==> config.mk <==
export PLATFORM = sky130hd
export DESIGN_NAME = crc16_frame_deframer
export DESIGN_NICKNAME = d
export VERILOG_FILES = /design/src/rtl/crc16fd_pkg.sv /design/src/rtl/crc16fd_ctrl.sv /design/src/rtl/crc16fd_dp.sv /design/src/rtl/crc16_frame_deframer.sv
export VERILOG_INCLUDE_DIRS = /design/src /design/src/rtl
export SDC_FILE = /design/constraint.sdc
export NUM_CORES = 1
export LEC_CHECK = 0
export BUFFER_PORTS_ARGS = -buffer_cell sky130_fd_sc_hd__buf_4
export CAP_MARGIN = 20
export CORE_MARGIN = 2
export CORE_UTILIZATION = 54
export CTS_CLUSTER_SIZE = 14
export DETAILED_ROUTE_END_ITERATION = 8
export PLACE_DENSITY = 0.86
export SLEW_MARGIN = 20
export SYNTH_ARGS = -nofsm -noshare
export SYNTH_HDL_FRONTEND = slang
export SYNTH_SLANG_ARGS = --single-unit
==> constraint.sdc <==
create_clock -name aclk -period 3 [get_ports aclk]
set_input_delay 0.3 -clock aclk [delete_from_list [all_inputs] [get_ports aclk]]
set_output_delay 0.3 -clock aclk [all_outputs]
set_load 0.005 [all_outputs]
==> src/rtl/crc16_frame_deframer_assert.svh <==
// Assertion macros shared by the deframer RTL.
`ifndef CRC16_FRAME_DEFRAMER_ASSERT_SVH
`define CRC16_FRAME_DEFRAMER_ASSERT_SVH

`ifndef SYNTHESIS
// Check a property on every clock edge outside reset.
`define CRC16FD_ASSERT(lbl, clk, rst_n, prop) \
    lbl: assert property (@(posedge clk) disable iff (!rst_n) prop) \
        else $error("crc16fd assertion failed");
// Check a property on every clock edge, reset included.
`define CRC16FD_ASSERT_ALWAYS(lbl, clk, prop) \
    lbl: assert property (@(posedge clk) prop) \
        else $error("crc16fd assertion failed");
`else
`define CRC16FD_ASSERT(lbl, clk, rst_n, prop)
`define CRC16FD_ASSERT_ALWAYS(lbl, clk, prop)
`endif

`endif

==> src/rtl/crc16fd_pkg.sv <==
// Shared types, constants and the CRC byte step of the frame deframer.
`timescale 1ns / 1ps
`default_nettype none
package crc16fd_pkg;

    localparam int MAX_PAYLOAD = 16;
    localparam int HDR_BYTES   = 4;
    localparam int LEN_W       = $clog2(MAX_PAYLOAD + 1);
    localparam int POS_W       = $clog2(MAX_PAYLOAD);
    localparam int HDR_W       = $clog2(HDR_BYTES);

    localparam logic [7:0]  MARKER_RESET = 8'hA5;
    localparam logic [15:0] CRC_INIT     = 16'hFFFF;
    localparam logic [15:0] CRC_POLY     = 16'h1021;

    typedef enum logic [2:0] {
        ST_HUNT,
        ST_HEADER,
        ST_PAYLOAD,
        ST_CRC_LO,
        ST_CRC_HI,
        ST_EMIT
    } state_t;

    // Commands from the controller to the datapath.
    typedef struct packed {
        logic load_marker;
        logic load_hdr;
        logic load_pay;
        logic load_crc_lo;
        logic clr_idx;
        logic emit_one;
    } cmd_t;

    // Status from the datapath to the controller.
    typedef struct packed {
        logic marker_hit;
        logic hdr_last;
        logic len_bad;
        logic len_zero;
        logic pay_last;
        logic crc_ok;
        logic emit_last;
        logic out_free;
    } sts_t;

    // CRC-16-CCITT, MSB first, one byte.
    function automatic logic [15:0] crc_byte(input logic [15:0] crc, input logic [7:0] b);
        logic [15:0] c;
        c = crc ^ {b, 8'h00};
        for (int k = 0; k < 8; k++) begin
            if (c[15]) begin
                c = {c[14:0], 1'b0} ^ CRC_POLY;
            end else begin
                c = {c[14:0], 1'b0};
            end
        end
        return c;
    endfunction

endpackage
`default_nettype wire

==> src/rtl/crc16fd_ctrl.sv <==
// Frame controller: hunt, header, payload, CRC and emit sequencing.
`timescale 1ns / 1ps
`default_nettype none
`include "crc16_frame_deframer_assert.svh"
module crc16fd_ctrl (
    input  wire logic              aclk,
    input  wire logic              aresetn,
    input  wire logic              s_valid,
    output logic                   s_ready,
    input  wire crc16fd_pkg::sts_t sts,
    output crc16fd_pkg::cmd_t      cmd
);

    crc16fd_pkg::state_t state_reg;
    crc16fd_pkg::state_t state_next;
    logic                acc;

    assign s_ready = (state_reg != crc16fd_pkg::ST_EMIT);
    assign acc     = s_valid && s_ready;

    always_ff @(posedge aclk) begin
        if (!aresetn) begin
            state_reg <= crc16fd_pkg::ST_HUNT;
        end else begin
            state_reg <= state_next;
        end
    end

    always_comb begin
        state_next = state_reg;
        case (state_reg)
            crc16fd_pkg::ST_HUNT: begin
                if (acc && sts.marker_hit) state_next = crc16fd_pkg::ST_HEADER;
            end
            crc16fd_pkg::ST_HEADER: begin
                if (acc && sts.hdr_last) begin
                    if (sts.len_bad) begin
                        state_next = crc16fd_pkg::ST_HUNT;
                    end else if (sts.len_zero) begin
                        state_next = crc16fd_pkg::ST_CRC_LO;
                    end else begin
                        state_next = crc16fd_pkg::ST_PAYLOAD;
                    end
                end
            end
            crc16fd_pkg::ST_PAYLOAD: begin
                if (acc && sts.pay_last) state_next = crc16fd_pkg::ST_CRC_LO;
            end
            crc16fd_pkg::ST_CRC_LO: begin
                if (acc) state_next = crc16fd_pkg::ST_CRC_HI;
            end
            crc16fd_pkg::ST_CRC_HI: begin
                if (acc) begin
                    state_next = sts.crc_ok ? crc16fd_pkg::ST_EMIT : crc16fd_pkg::ST_HUNT;
                end
            end
            crc16fd_pkg::ST_EMIT: begin
                if (sts.out_free && sts.emit_last) state_next = crc16fd_pkg::ST_HUNT;
            end
            default: begin
                state_next = crc16fd_pkg::ST_HUNT;
            end
        endcase
    end

    always_comb begin
        cmd = '0;
        case (state_reg)
            crc16fd_pkg::ST_HUNT:    cmd.load_marker = acc && sts.marker_hit;
            crc16fd_pkg::ST_HEADER:  cmd.load_hdr    = acc;
            crc16fd_pkg::ST_PAYLOAD: cmd.load_pay    = acc;
            crc16fd_pkg::ST_CRC_LO:  cmd.load_crc_lo = acc;
            crc16fd_pkg::ST_CRC_HI:  cmd.clr_idx     = acc;
            crc16fd_pkg::ST_EMIT:    cmd.emit_one    = sts.out_free;
            default: begin
                cmd = '0;
            end
        endcase
    end

    // Emission is entered only from a good second CRC byte.
    `CRC16FD_ASSERT(a_emit_entry, aclk, aresetn,
        (state_reg == crc16fd_pkg::ST_EMIT && $past(state_reg) != crc16fd_pkg::ST_EMIT)
            |-> $past(state_reg) == crc16fd_pkg::ST_CRC_HI)
    // No request is taken while a frame is being emitted.
    `CRC16FD_ASSERT(a_no_take_in_emit, aclk, aresetn,
        (state_reg == crc16fd_pkg::ST_EMIT)
            |-> !(cmd.load_marker || cmd.load_hdr || cmd.load_pay || cmd.load_crc_lo))

endmodule
`default_nettype wire

==> src/rtl/crc16fd_dp.sv <==
// Deframer datapath: marker, header, payload store, CRC and result register.
`timescale 1ns / 1ps
`default_nettype none
`include "crc16_frame_deframer_assert.svh"
module crc16fd_dp (
    input  wire logic                             aclk,
    input  wire logic                             aresetn,
    input  wire logic                             cfg_valid,
    input  wire logic [7:0]                       cfg_start_marker,
    input  wire logic [7:0]                       s_rx_byte,
    input  wire crc16fd_pkg::cmd_t                cmd,
    output crc16fd_pkg::sts_t                     sts,
    output logic                                  m_valid,
    input  wire logic                             m_ready,
    output logic [7:0]                            m_service_id,
    output logic [7:0]                            m_command_id,
    output logic [7:0]                            m_sequence_num,
    output logic [crc16fd_pkg::LEN_W-1:0]         m_payload_count,
    output logic                                  m_has_byte,
    output logic [crc16fd_pkg::POS_W-1:0]         m_byte_position,
    output logic [7:0]                            m_payload_value,
    output logic                                  m_end_of_frame
);

    localparam int LW = crc16fd_pkg::LEN_W;
    localparam int PW = crc16fd_pkg::POS_W;

    logic [7:0]    marker_reg;
    logic [15:0]   crc_reg;
    logic [7:0]    crc_lo_reg;
    logic [LW-1:0] idx_reg;
    logic [LW-1:0] len_reg;
    logic [7:0]    hdr_reg [crc16fd_pkg::HDR_BYTES];
    logic [7:0]    store   [crc16fd_pkg::MAX_PAYLOAD];

    logic          m_valid_reg;
    logic [7:0]    m_service_id_reg;
    logic [7:0]    m_command_id_reg;
    logic [7:0]    m_sequence_num_reg;
    logic [LW-1:0] m_payload_count_reg;
    logic          m_has_byte_reg;
    logic [PW-1:0] m_byte_position_reg;
    logic [7:0]    m_payload_value_reg;
    logic          m_end_of_frame_reg;

    logic          len_empty;

    assign len_empty = (len_reg == '0);

    assign sts.marker_hit = (s_rx_byte == marker_reg);
    assign sts.hdr_last   = (idx_reg == LW'(crc16fd_pkg::HDR_BYTES - 1));
    assign sts.len_bad    = (s_rx_byte > 8'(crc16fd_pkg::MAX_PAYLOAD));
    assign sts.len_zero   = (s_rx_byte == 8'h00);
    assign sts.pay_last   = ((idx_reg + LW'(1)) == len_reg);
    assign sts.crc_ok     = ({s_rx_byte, crc_lo_reg} == crc_reg);
    assign sts.emit_last  = len_empty || ((idx_reg + LW'(1)) == len_reg);
    assign sts.out_free   = !m_valid_reg || m_ready;

    always_ff @(posedge aclk) begin
        if (!aresetn) begin
            marker_reg <= crc16fd_pkg::MARKER_RESET;
        end else if (cfg_valid) begin
            marker_reg <= cfg_start_marker;
        end
    end

    always_ff @(posedge aclk) begin
        if (!aresetn) begin
            idx_reg    <= '0;
            crc_reg    <= crc16fd_pkg::CRC_INIT;
            crc_lo_reg <= '0;
        end else begin
            if (cmd.load_marker || cmd.clr_idx) begin
                idx_reg <= '0;
            end else if (cmd.load_hdr) begin
                idx_reg <= sts.hdr_last ? '0 : idx_reg + LW'(1);
            end else if (cmd.load_pay || cmd.emit_one) begin
                idx_reg <= idx_reg + LW'(1);
            end
            if (cmd.load_marker) begin
                crc_reg <= crc16fd_pkg::crc_byte(crc16fd_pkg::CRC_INIT, s_rx_byte);
            end else if (cmd.load_hdr || cmd.load_pay) begin
                crc_reg <= crc16fd_pkg::crc_byte(crc_reg, s_rx_byte);
            end
            if (cmd.load_crc_lo) crc_lo_reg <= s_rx_byte;
        end
    end

    always_ff @(posedge aclk) begin
        if (cmd.load_hdr) begin
            hdr_reg[idx_reg[crc16fd_pkg::HDR_W-1:0]] <= s_rx_byte;
            if (sts.hdr_last) len_reg <= s_rx_byte[LW-1:0];
        end
    end

    always_ff @(posedge aclk) begin
        if (cmd.load_pay) store[idx_reg[PW-1:0]] <= s_rx_byte;
    end

    always_ff @(posedge aclk) begin
        if (!aresetn) begin
            m_valid_reg <= 1'b0;
        end else if (cmd.emit_one) begin
            m_valid_reg <= 1'b1;
        end else if (m_ready) begin
            m_valid_reg <= 1'b0;
        end
    end

    always_ff @(posedge aclk) begin
        if (cmd.emit_one) begin
            m_service_id_reg    <= hdr_reg[0];
            m_command_id_reg    <= hdr_reg[1];
            m_sequence_num_reg  <= hdr_reg[2];
            m_payload_count_reg <= len_reg;
            m_has_byte_reg      <= !len_empty;
            m_byte_position_reg <= len_empty ? '0 : idx_reg[PW-1:0];
            m_payload_value_reg <= len_empty ? 8'h00 : store[idx_reg[PW-1:0]];
            m_end_of_frame_reg  <= sts.emit_last;
        end
    end

    assign m_valid         = m_valid_reg;
    assign m_service_id    = m_service_id_reg;
    assign m_command_id    = m_command_id_reg;
    assign m_sequence_num  = m_sequence_num_reg;
    assign m_payload_count = m_payload_count_reg;
    assign m_has_byte      = m_has_byte_reg;
    assign m_byte_position = m_byte_position_reg;
    assign m_payload_value = m_payload_value_reg;
    assign m_end_of_frame  = m_end_of_frame_reg;

    // A result never overwrites one that has not been taken.
    `CRC16FD_ASSERT(a_no_overwrite, aclk, aresetn,
        cmd.emit_one |-> (!m_valid_reg || m_ready))
    // Payload writes stay inside the store.
    `CRC16FD_ASSERT(a_store_bound, aclk, aresetn,
        cmd.load_pay |-> (idx_reg < LW'(crc16fd_pkg::MAX_PAYLOAD)))
    // The last byte of a non-empty frame carries the last position.
    `CRC16FD_ASSERT(a_eof_position, aclk, aresetn,
        (m_valid_reg && m_end_of_frame_reg && m_has_byte_reg)
            |-> (({1'b0, m_byte_position_reg} + LW'(1)) == m_payload_count_reg))

endmodule
`default_nettype wire

==> src/rtl/crc16_frame_deframer.sv <==
// Top level of the magic/length/CRC-16-CCITT frame deframer.
`timescale 1ns / 1ps
`default_nettype none
// Throughput: one received byte per cycle while a frame is collected or hunted.
// After the second CRC byte, the result register loads once the output is free.
// A good frame then emits max(length,1) results, one per cycle at full m_ready,
// and no byte is taken during that burst (the frame store is being read out).
// Reset: synchronous on aresetn low; hunt state, CRC 0xFFFF, marker 0xA5.
module crc16_frame_deframer (
    input  wire logic                             aclk,
    input  wire logic                             aresetn,
    // Configuration: start marker byte, taken whenever valid.
    input  wire logic                             cfg_valid,
    output logic                                  cfg_ready,
    input  wire logic [7:0]                       cfg_start_marker,
    // Received byte stream.
    input  wire logic                             s_valid,
    output logic                                  s_ready,
    input  wire logic [7:0]                       s_rx_byte,
    // Validated frame results, one per payload byte (one for an empty payload).
    output logic                                  m_valid,
    input  wire logic                             m_ready,
    output logic [7:0]                            m_service_id,
    output logic [7:0]                            m_command_id,
    output logic [7:0]                            m_sequence_num,
    output logic [crc16fd_pkg::LEN_W-1:0]         m_payload_count,
    output logic                                  m_has_byte,
    output logic [crc16fd_pkg::POS_W-1:0]         m_byte_position,
    output logic [7:0]                            m_payload_value,
    output logic                                  m_end_of_frame
);

    crc16fd_pkg::cmd_t cmd;
    crc16fd_pkg::sts_t sts;

    // The marker register accepts a request on every cycle.
    assign cfg_ready = 1'b1;

    // Sequence the frame: hunt, header, payload, CRC bytes, then emit.
    crc16fd_ctrl u_ctrl (
        .aclk    (aclk),
        .aresetn (aresetn),
        .s_valid (s_valid),
        .s_ready (s_ready),
        .sts     (sts),
        .cmd     (cmd)
    );

    // Hold the marker, header and payload; advance the CRC; drive results.
    crc16fd_dp u_dp (
        .aclk             (aclk),
        .aresetn          (aresetn),
        .cfg_valid        (cfg_valid),
        .cfg_start_marker (cfg_start_marker),
        .s_rx_byte        (s_rx_byte),
        .cmd              (cmd),
        .sts              (sts),
        .m_valid          (m_valid),
        .m_ready          (m_ready),
        .m_service_id     (m_service_id),
        .m_command_id     (m_command_id),
        .m_sequence_num   (m_sequence_num),
        .m_payload_count  (m_payload_count),
        .m_has_byte       (m_has_byte),
        .m_byte_position  (m_byte_position),
        .m_payload_value  (m_payload_value),
        .m_end_of_frame   (m_end_of_frame)
    );

endmodule
`default_nettype wire

Yosys cells after proc, flatten, opt, wreduce, memory -nomap -nowiden
Memory sizes are Yosys's and may differ from the RTL's. A register that Yosys moved wholly into a read port is not among the register bits.
Index checks and enable logic that the tools add are counted.
Storage, ports and cells
  memory bits (writable): 160
  word-level logic and storage cells: 149
  bits in registers: 57
  memories: 2
  bits of input ports: 21
Operators by class
  mux-type cells: 78
  equality and inequality tests: 16
  magnitude comparators: 1
  add/subtract/negate cells: 1
  reduce and logical (&&, ||, !) cells: 21
  bitwise operators: 19
Memory list
  u_dp.store: depth 16, bits a word 8, read ports 1, clocked after memory_dff 1, wr ports 1, line crc16fd_dp.sv:34  | logic [7:0] store [crc16fd_pkg::MAX_PAYLOAD];
  u_dp.hdr_reg: depth 4, bits a word 8, read ports 3, clocked after memory_dff 3, wr ports 1, line crc16fd_dp.sv:33  | logic [7:0] hdr_reg [crc16fd_pkg::HDR_BYTES];
Operators with widths (count)
  $mux W16: 37
  $mux W13: 16
  $not A3 Y3: 16
  $mux W3: 8
  $pmux W3 S6: 1
  $eq A16 B16 Y1: 1
  $not A16 Y16: 1
  $xor A16 B16 Y16: 1
  $mux W5: 3
  $mux W1: 13
  $ne A2 B1 Y1 const B: 6
  $eq A8 B8 Y1: 1
  $gt A8 B5 Y1 const B: 1
  $logic_not A8 Y1: 1
  $eq A3 B2 Y1 const B: 2
  $eq A3 B3 Y1 const B: 2
  $reduce_and A6 Y1: 1
  $reduce_bool A2 Y1: 3
  $add A5 B1 Y5 const B: 1
  $eq A5 B2 Y1 const B: 1
  $eq A5 B5 Y1: 1
  $logic_and A1 B1 Y1: 5
  $logic_not A5 Y1: 1
  $logic_or A1 B1 Y1: 5
  7 further kinds: 8

Logic depth before layout (Yosys ltp)
  depth in word-level cells: 41
  mapped depth: 10

Hierarchy
A second synthesis with hierarchy kept.
Second synthesis, totals
  cell total of the unflattened synthesis: 648
  area total of the unflattened synthesis: 10070.9 um^2
Modules (own cells, without submodules)
  crc16fd_dp: cells each 605, area an instance 9743.1 um^2, instances 1
  crc16fd_ctrl: cells each 41, area an instance 316.6 um^2, instances 1
  crc16_frame_deframer: cells each 2, area an instance 11.3 um^2, instances 1

Least setup slack after synthesis
Ideal clock, no wire load.
  path type: register to register
  start: register u_ctrl.state_reg[0]
  end: register u_dp.m_command_id_reg[0], in the netlist m_command_id[0] (read register of u_dp.hdr_reg), enable pin
  arrival: 2.630 ns
  setup slack: -0.074 ns
  cell stages (with the launch flop): 4
  library setup time: 0.443 ns
  buffers on the path: 1
  path through: dfxtp_1 buf_2 nand3b_1 nor2_1
RTL lines
  start: declaration: line crc16fd_ctrl.sv:14  | crc16fd_pkg::state_t state_reg;
  start signal: assignment: line crc16fd_ctrl.sv:23  | state_reg <= crc16fd_pkg::ST_HUNT;
  start signal: assignment: line crc16fd_ctrl.sv:25  | state_reg <= state_next;
  end: declaration: line crc16fd_dp.sv:38  | logic [7:0] m_command_id_reg;

Final worst setup path
  start: register u_dp.idx_reg[0]
  end: register u_ctrl.state_reg[2]
On the way
  word-level cells in the longest chain between the ends: 6
Ends and longest elaborated chain
  start: declaration: line crc16fd_dp.sv:31  | logic [LW-1:0] idx_reg;
  start signal: assignment: line crc16fd_dp.sv:76  | idx_reg <= sts.hdr_last ? '0 : idx_reg + LW'(1);
  start signal: assignment: line crc16fd_dp.sv:78  | idx_reg <= idx_reg + LW'(1);
  $add A5 B1 Y5: line crc16fd_dp.sv:54, crc16fd_dp.sv:56
  $eq A5 B5 Y1: line crc16fd_dp.sv:54, crc16fd_dp.sv:56
  $logic_or A1 B1 Y1: line crc16fd_dp.sv:56  | assign sts.emit_last = len_empty || ((idx_reg + LW'(1)) == len_reg);
  $logic_and A1 B1 Y1: line crc16fd_ctrl.sv:58  | if (sts.out_free && sts.emit_last) state_next = crc16fd_pkg::ST_HUNT;
  $ne A2 B1 Y1 (no line)
  $reduce_and A6 Y1 (no line) (*)
Every way passes the cells marked *; elsewhere a longest branch is shown, timed or not.
A chain may end at the register's enable or synchronous reset.

==> results.cfg <==
[status]
outcome = completed

[power]
powerDensity_mw_per_mm2 = 636
leakagePower_uw = 0.00376
peakVddDrop_uv = 540

[synth]
syn_area_per_cell_um2 = 16.1
synth_flop_cell = edfxtp_1
synth.top_cells.by_count = 200 x edfxtp_1, 45 x nand2_1, 41 x dfxtp_1, 40 x mux4_2, 36 x nor2_1
synth_top_area_share = 0.609
synth_edf_count = 200
synth.area.top_cells = edfxtp_1 61%, mux4_2 9.1%, dfxtp_1 8.3%
synth_top_area_cell = edfxtp_1
synth_area_mm2 = 0.00985
ys_seq_area_frac = 0.693
yosysMostFrequentCell = edfxtp_1
synth-seq-cells = 241
synthArstFlopShare = 0
netlist_instances = 611
yosysWarnings = 0
postSynthNetCount = 636
synth.distinct_cells = 58

[global_route]
grt_pass1_wl_mm = 32.8
antenna_found_initial = 0
grt_pass1_vias = 5734
grt_start_max_net_pins = 44
overflow = 0
grt_usage = 0.217

[die]
fp.dieW_um = 139
core_area_mm2 = 0.0180
start_util = 0.549
pin_count = 67
die_area_mm2 = 0.0193
row_count = 49
die_h_um = 139

[final_layout]
syn2layout_area_growth_pct = 15.2
diodes = 0
drive_gt1_frac = 0.252
fin_cells = 940
largest_register_ffs = 128
layout.nets = 718
post-route-util = 0.632
fillers = 1229

[timing]
skew_ps = 9.22
rsz0062_at_grt = false
hold_violations = 0
tightest_slew_ps = 868
post-route-min-period_ps = 2400
fin_ws_ps = 605
setup_tns_ps = 0
setup_viol = 0
slew_headroom = 0.421
finalMaxSlewViolations = 0
post-route-period-util = 0.798
clock.fmax_mhz = 417

[routing]
drt-total-wl_mm = 20.9
drc = 0
detail-route-antenna-nets = 0
vias = 5615
first_pass_iters = 7
viasPerCell = 5.97
wire_per_inst_um = 22.2
drt_iter0_drc = 591

[placement]
dp.cells = 894
place_hpwl_mm = 13.2
io_buffers = 65
pre_cts_slack_ps = 605
routabilityCongestion = 0.877

[critical_path]
path_buf_inv = 2
cpPeakStageDelay_ps = 350
r2r_slack_ps = 600
arrival_ps = 2840
cpLargestDelayFamily = compound AO/OA/AOI/OAI gates
cpMaxStageDelayCell = dfxtp_2
critPathMaxFanout = 38
startpoint = u_dp.idx_reg[0]$_SDFFE_PP0P_
rr_startpoint = u_dp.idx_reg[0]$_SDFFE_PP0P_
worstSetupPathType = flip-flop to flip-flop
start_kind = flip-flop
crit_chain = buf_12, inv_1, ha_1, xor2_1, a211oi_1, o211ai_1, o32ai_4, o21ai_1, a41oi_1
worstSetupEndpointType = flip-flop
crit_required_ps = 3440

[clock_tree]
clk_pin_slew_ps = 60
cts-resized-gates = 0
cts_sinks = 241
clock_path_buffers = 3
postCtsHoldBufs = 1
postCtsSetupBuffers = 0
htreeDepth = 1
cts_buffers = 25
clock_latency_ps = 520
clockRootBuffer = clkbuf_16
cts_tree = built

[run]
drv_cap = 0

[hold_path]
hold_class = primary input to flip-flop
hp-start = cfg_start_marker[2]
[area by class of cell]
class	count	area (µm²)	share of cell area
well taps	229	287	0.0252
repair buffers	87	668	0.0589
multi-input cells	334	2820	0.249
clock buffers	31	648	0.0571
clock inverters	14	83.8	0.00738
flip-flops and latches	241	6830	0.602
inverters	4	15.0	0.00132
[stage by stage]
stage / power, µW / instance area [µm²] / hold WS (ps)
2_1_floorplan: 4320 / 9860 / 399
3_3_place_gp: 4470 / 10600 / 404
3_5_place_dp: 4490 / 10600 / 408
4_1_cts: 7250 / 11400 / 2.93
5_1_grt: 7470 / 11400 / 15.3
6_report: 7220 / 11400 / 15.6
[worst paths after layout]
kind                                            to  depth (start not counted)
hold / removal     u_dp.marker_reg[2]$_SDFFE_PN1P_                          3
setup reg to reg  u_ctrl.state_reg[2]$_SDFFE_PN0P_                          9
setup / recovery  u_ctrl.state_reg[2]$_SDFFE_PN0P_                          9
hold reg to reg        m_sequence_num[5]$_DFFE_PP_                          0
[cells by family after synthesis]
kind of cell | Yosys count | synth area share
AOI/OAI and AO/OA | 72 | 0.0498
xor gates and xnor gates | 61 | 0.0542
adders and majority gates | 4 | 0.00508
buffers and inverters | 36 | 0.0217
DFF | 241 | 0.693
muxes | 48 | 0.0995
other | 1 | 0.000381
and+or+nand+nor | 148 | 0.0766
[where the power goes]
part | switching [µW] | leakage, µW | internal, µW
Sequential | 83.4 | 0.00213 | 3680
Combinational | 369 | 0.00127 | 306
Clock | 1240 | 0.000351 | 1540
Total | 1690 | 0.00376 | 5520
[layer usage]
layer / track usage / wire (µm)
met1: 0.297 / 8410
met2: 0.372 / 10600
met3: 0.0328 / 1460
met4: 0.0542 / 377
met5: 0 / 0
[placed cells by master (no fill, tap or decap), drive strengths merged, types with 6 or more instances in the layout]
cell type and count:
edfxtp 200, mux4 40, clkinv 9, nand3 7
o21ai 18, xnor2 32, nor3 9, nor2 37
inv 6, clkbuf 31, a22oi 6, xor2 29
buf 86, a21oi 24, nand2 45, nor2b 12
dfxtp 41, nand2b 9, mux2i 8
[tightest hold or removal path: cells and delay by family]
family	cells	cell delay [ps]
and+or+nand+nor	1	60
buffers and inverters	1	80
muxes	1	60
(Power assumes the default switching activity.)
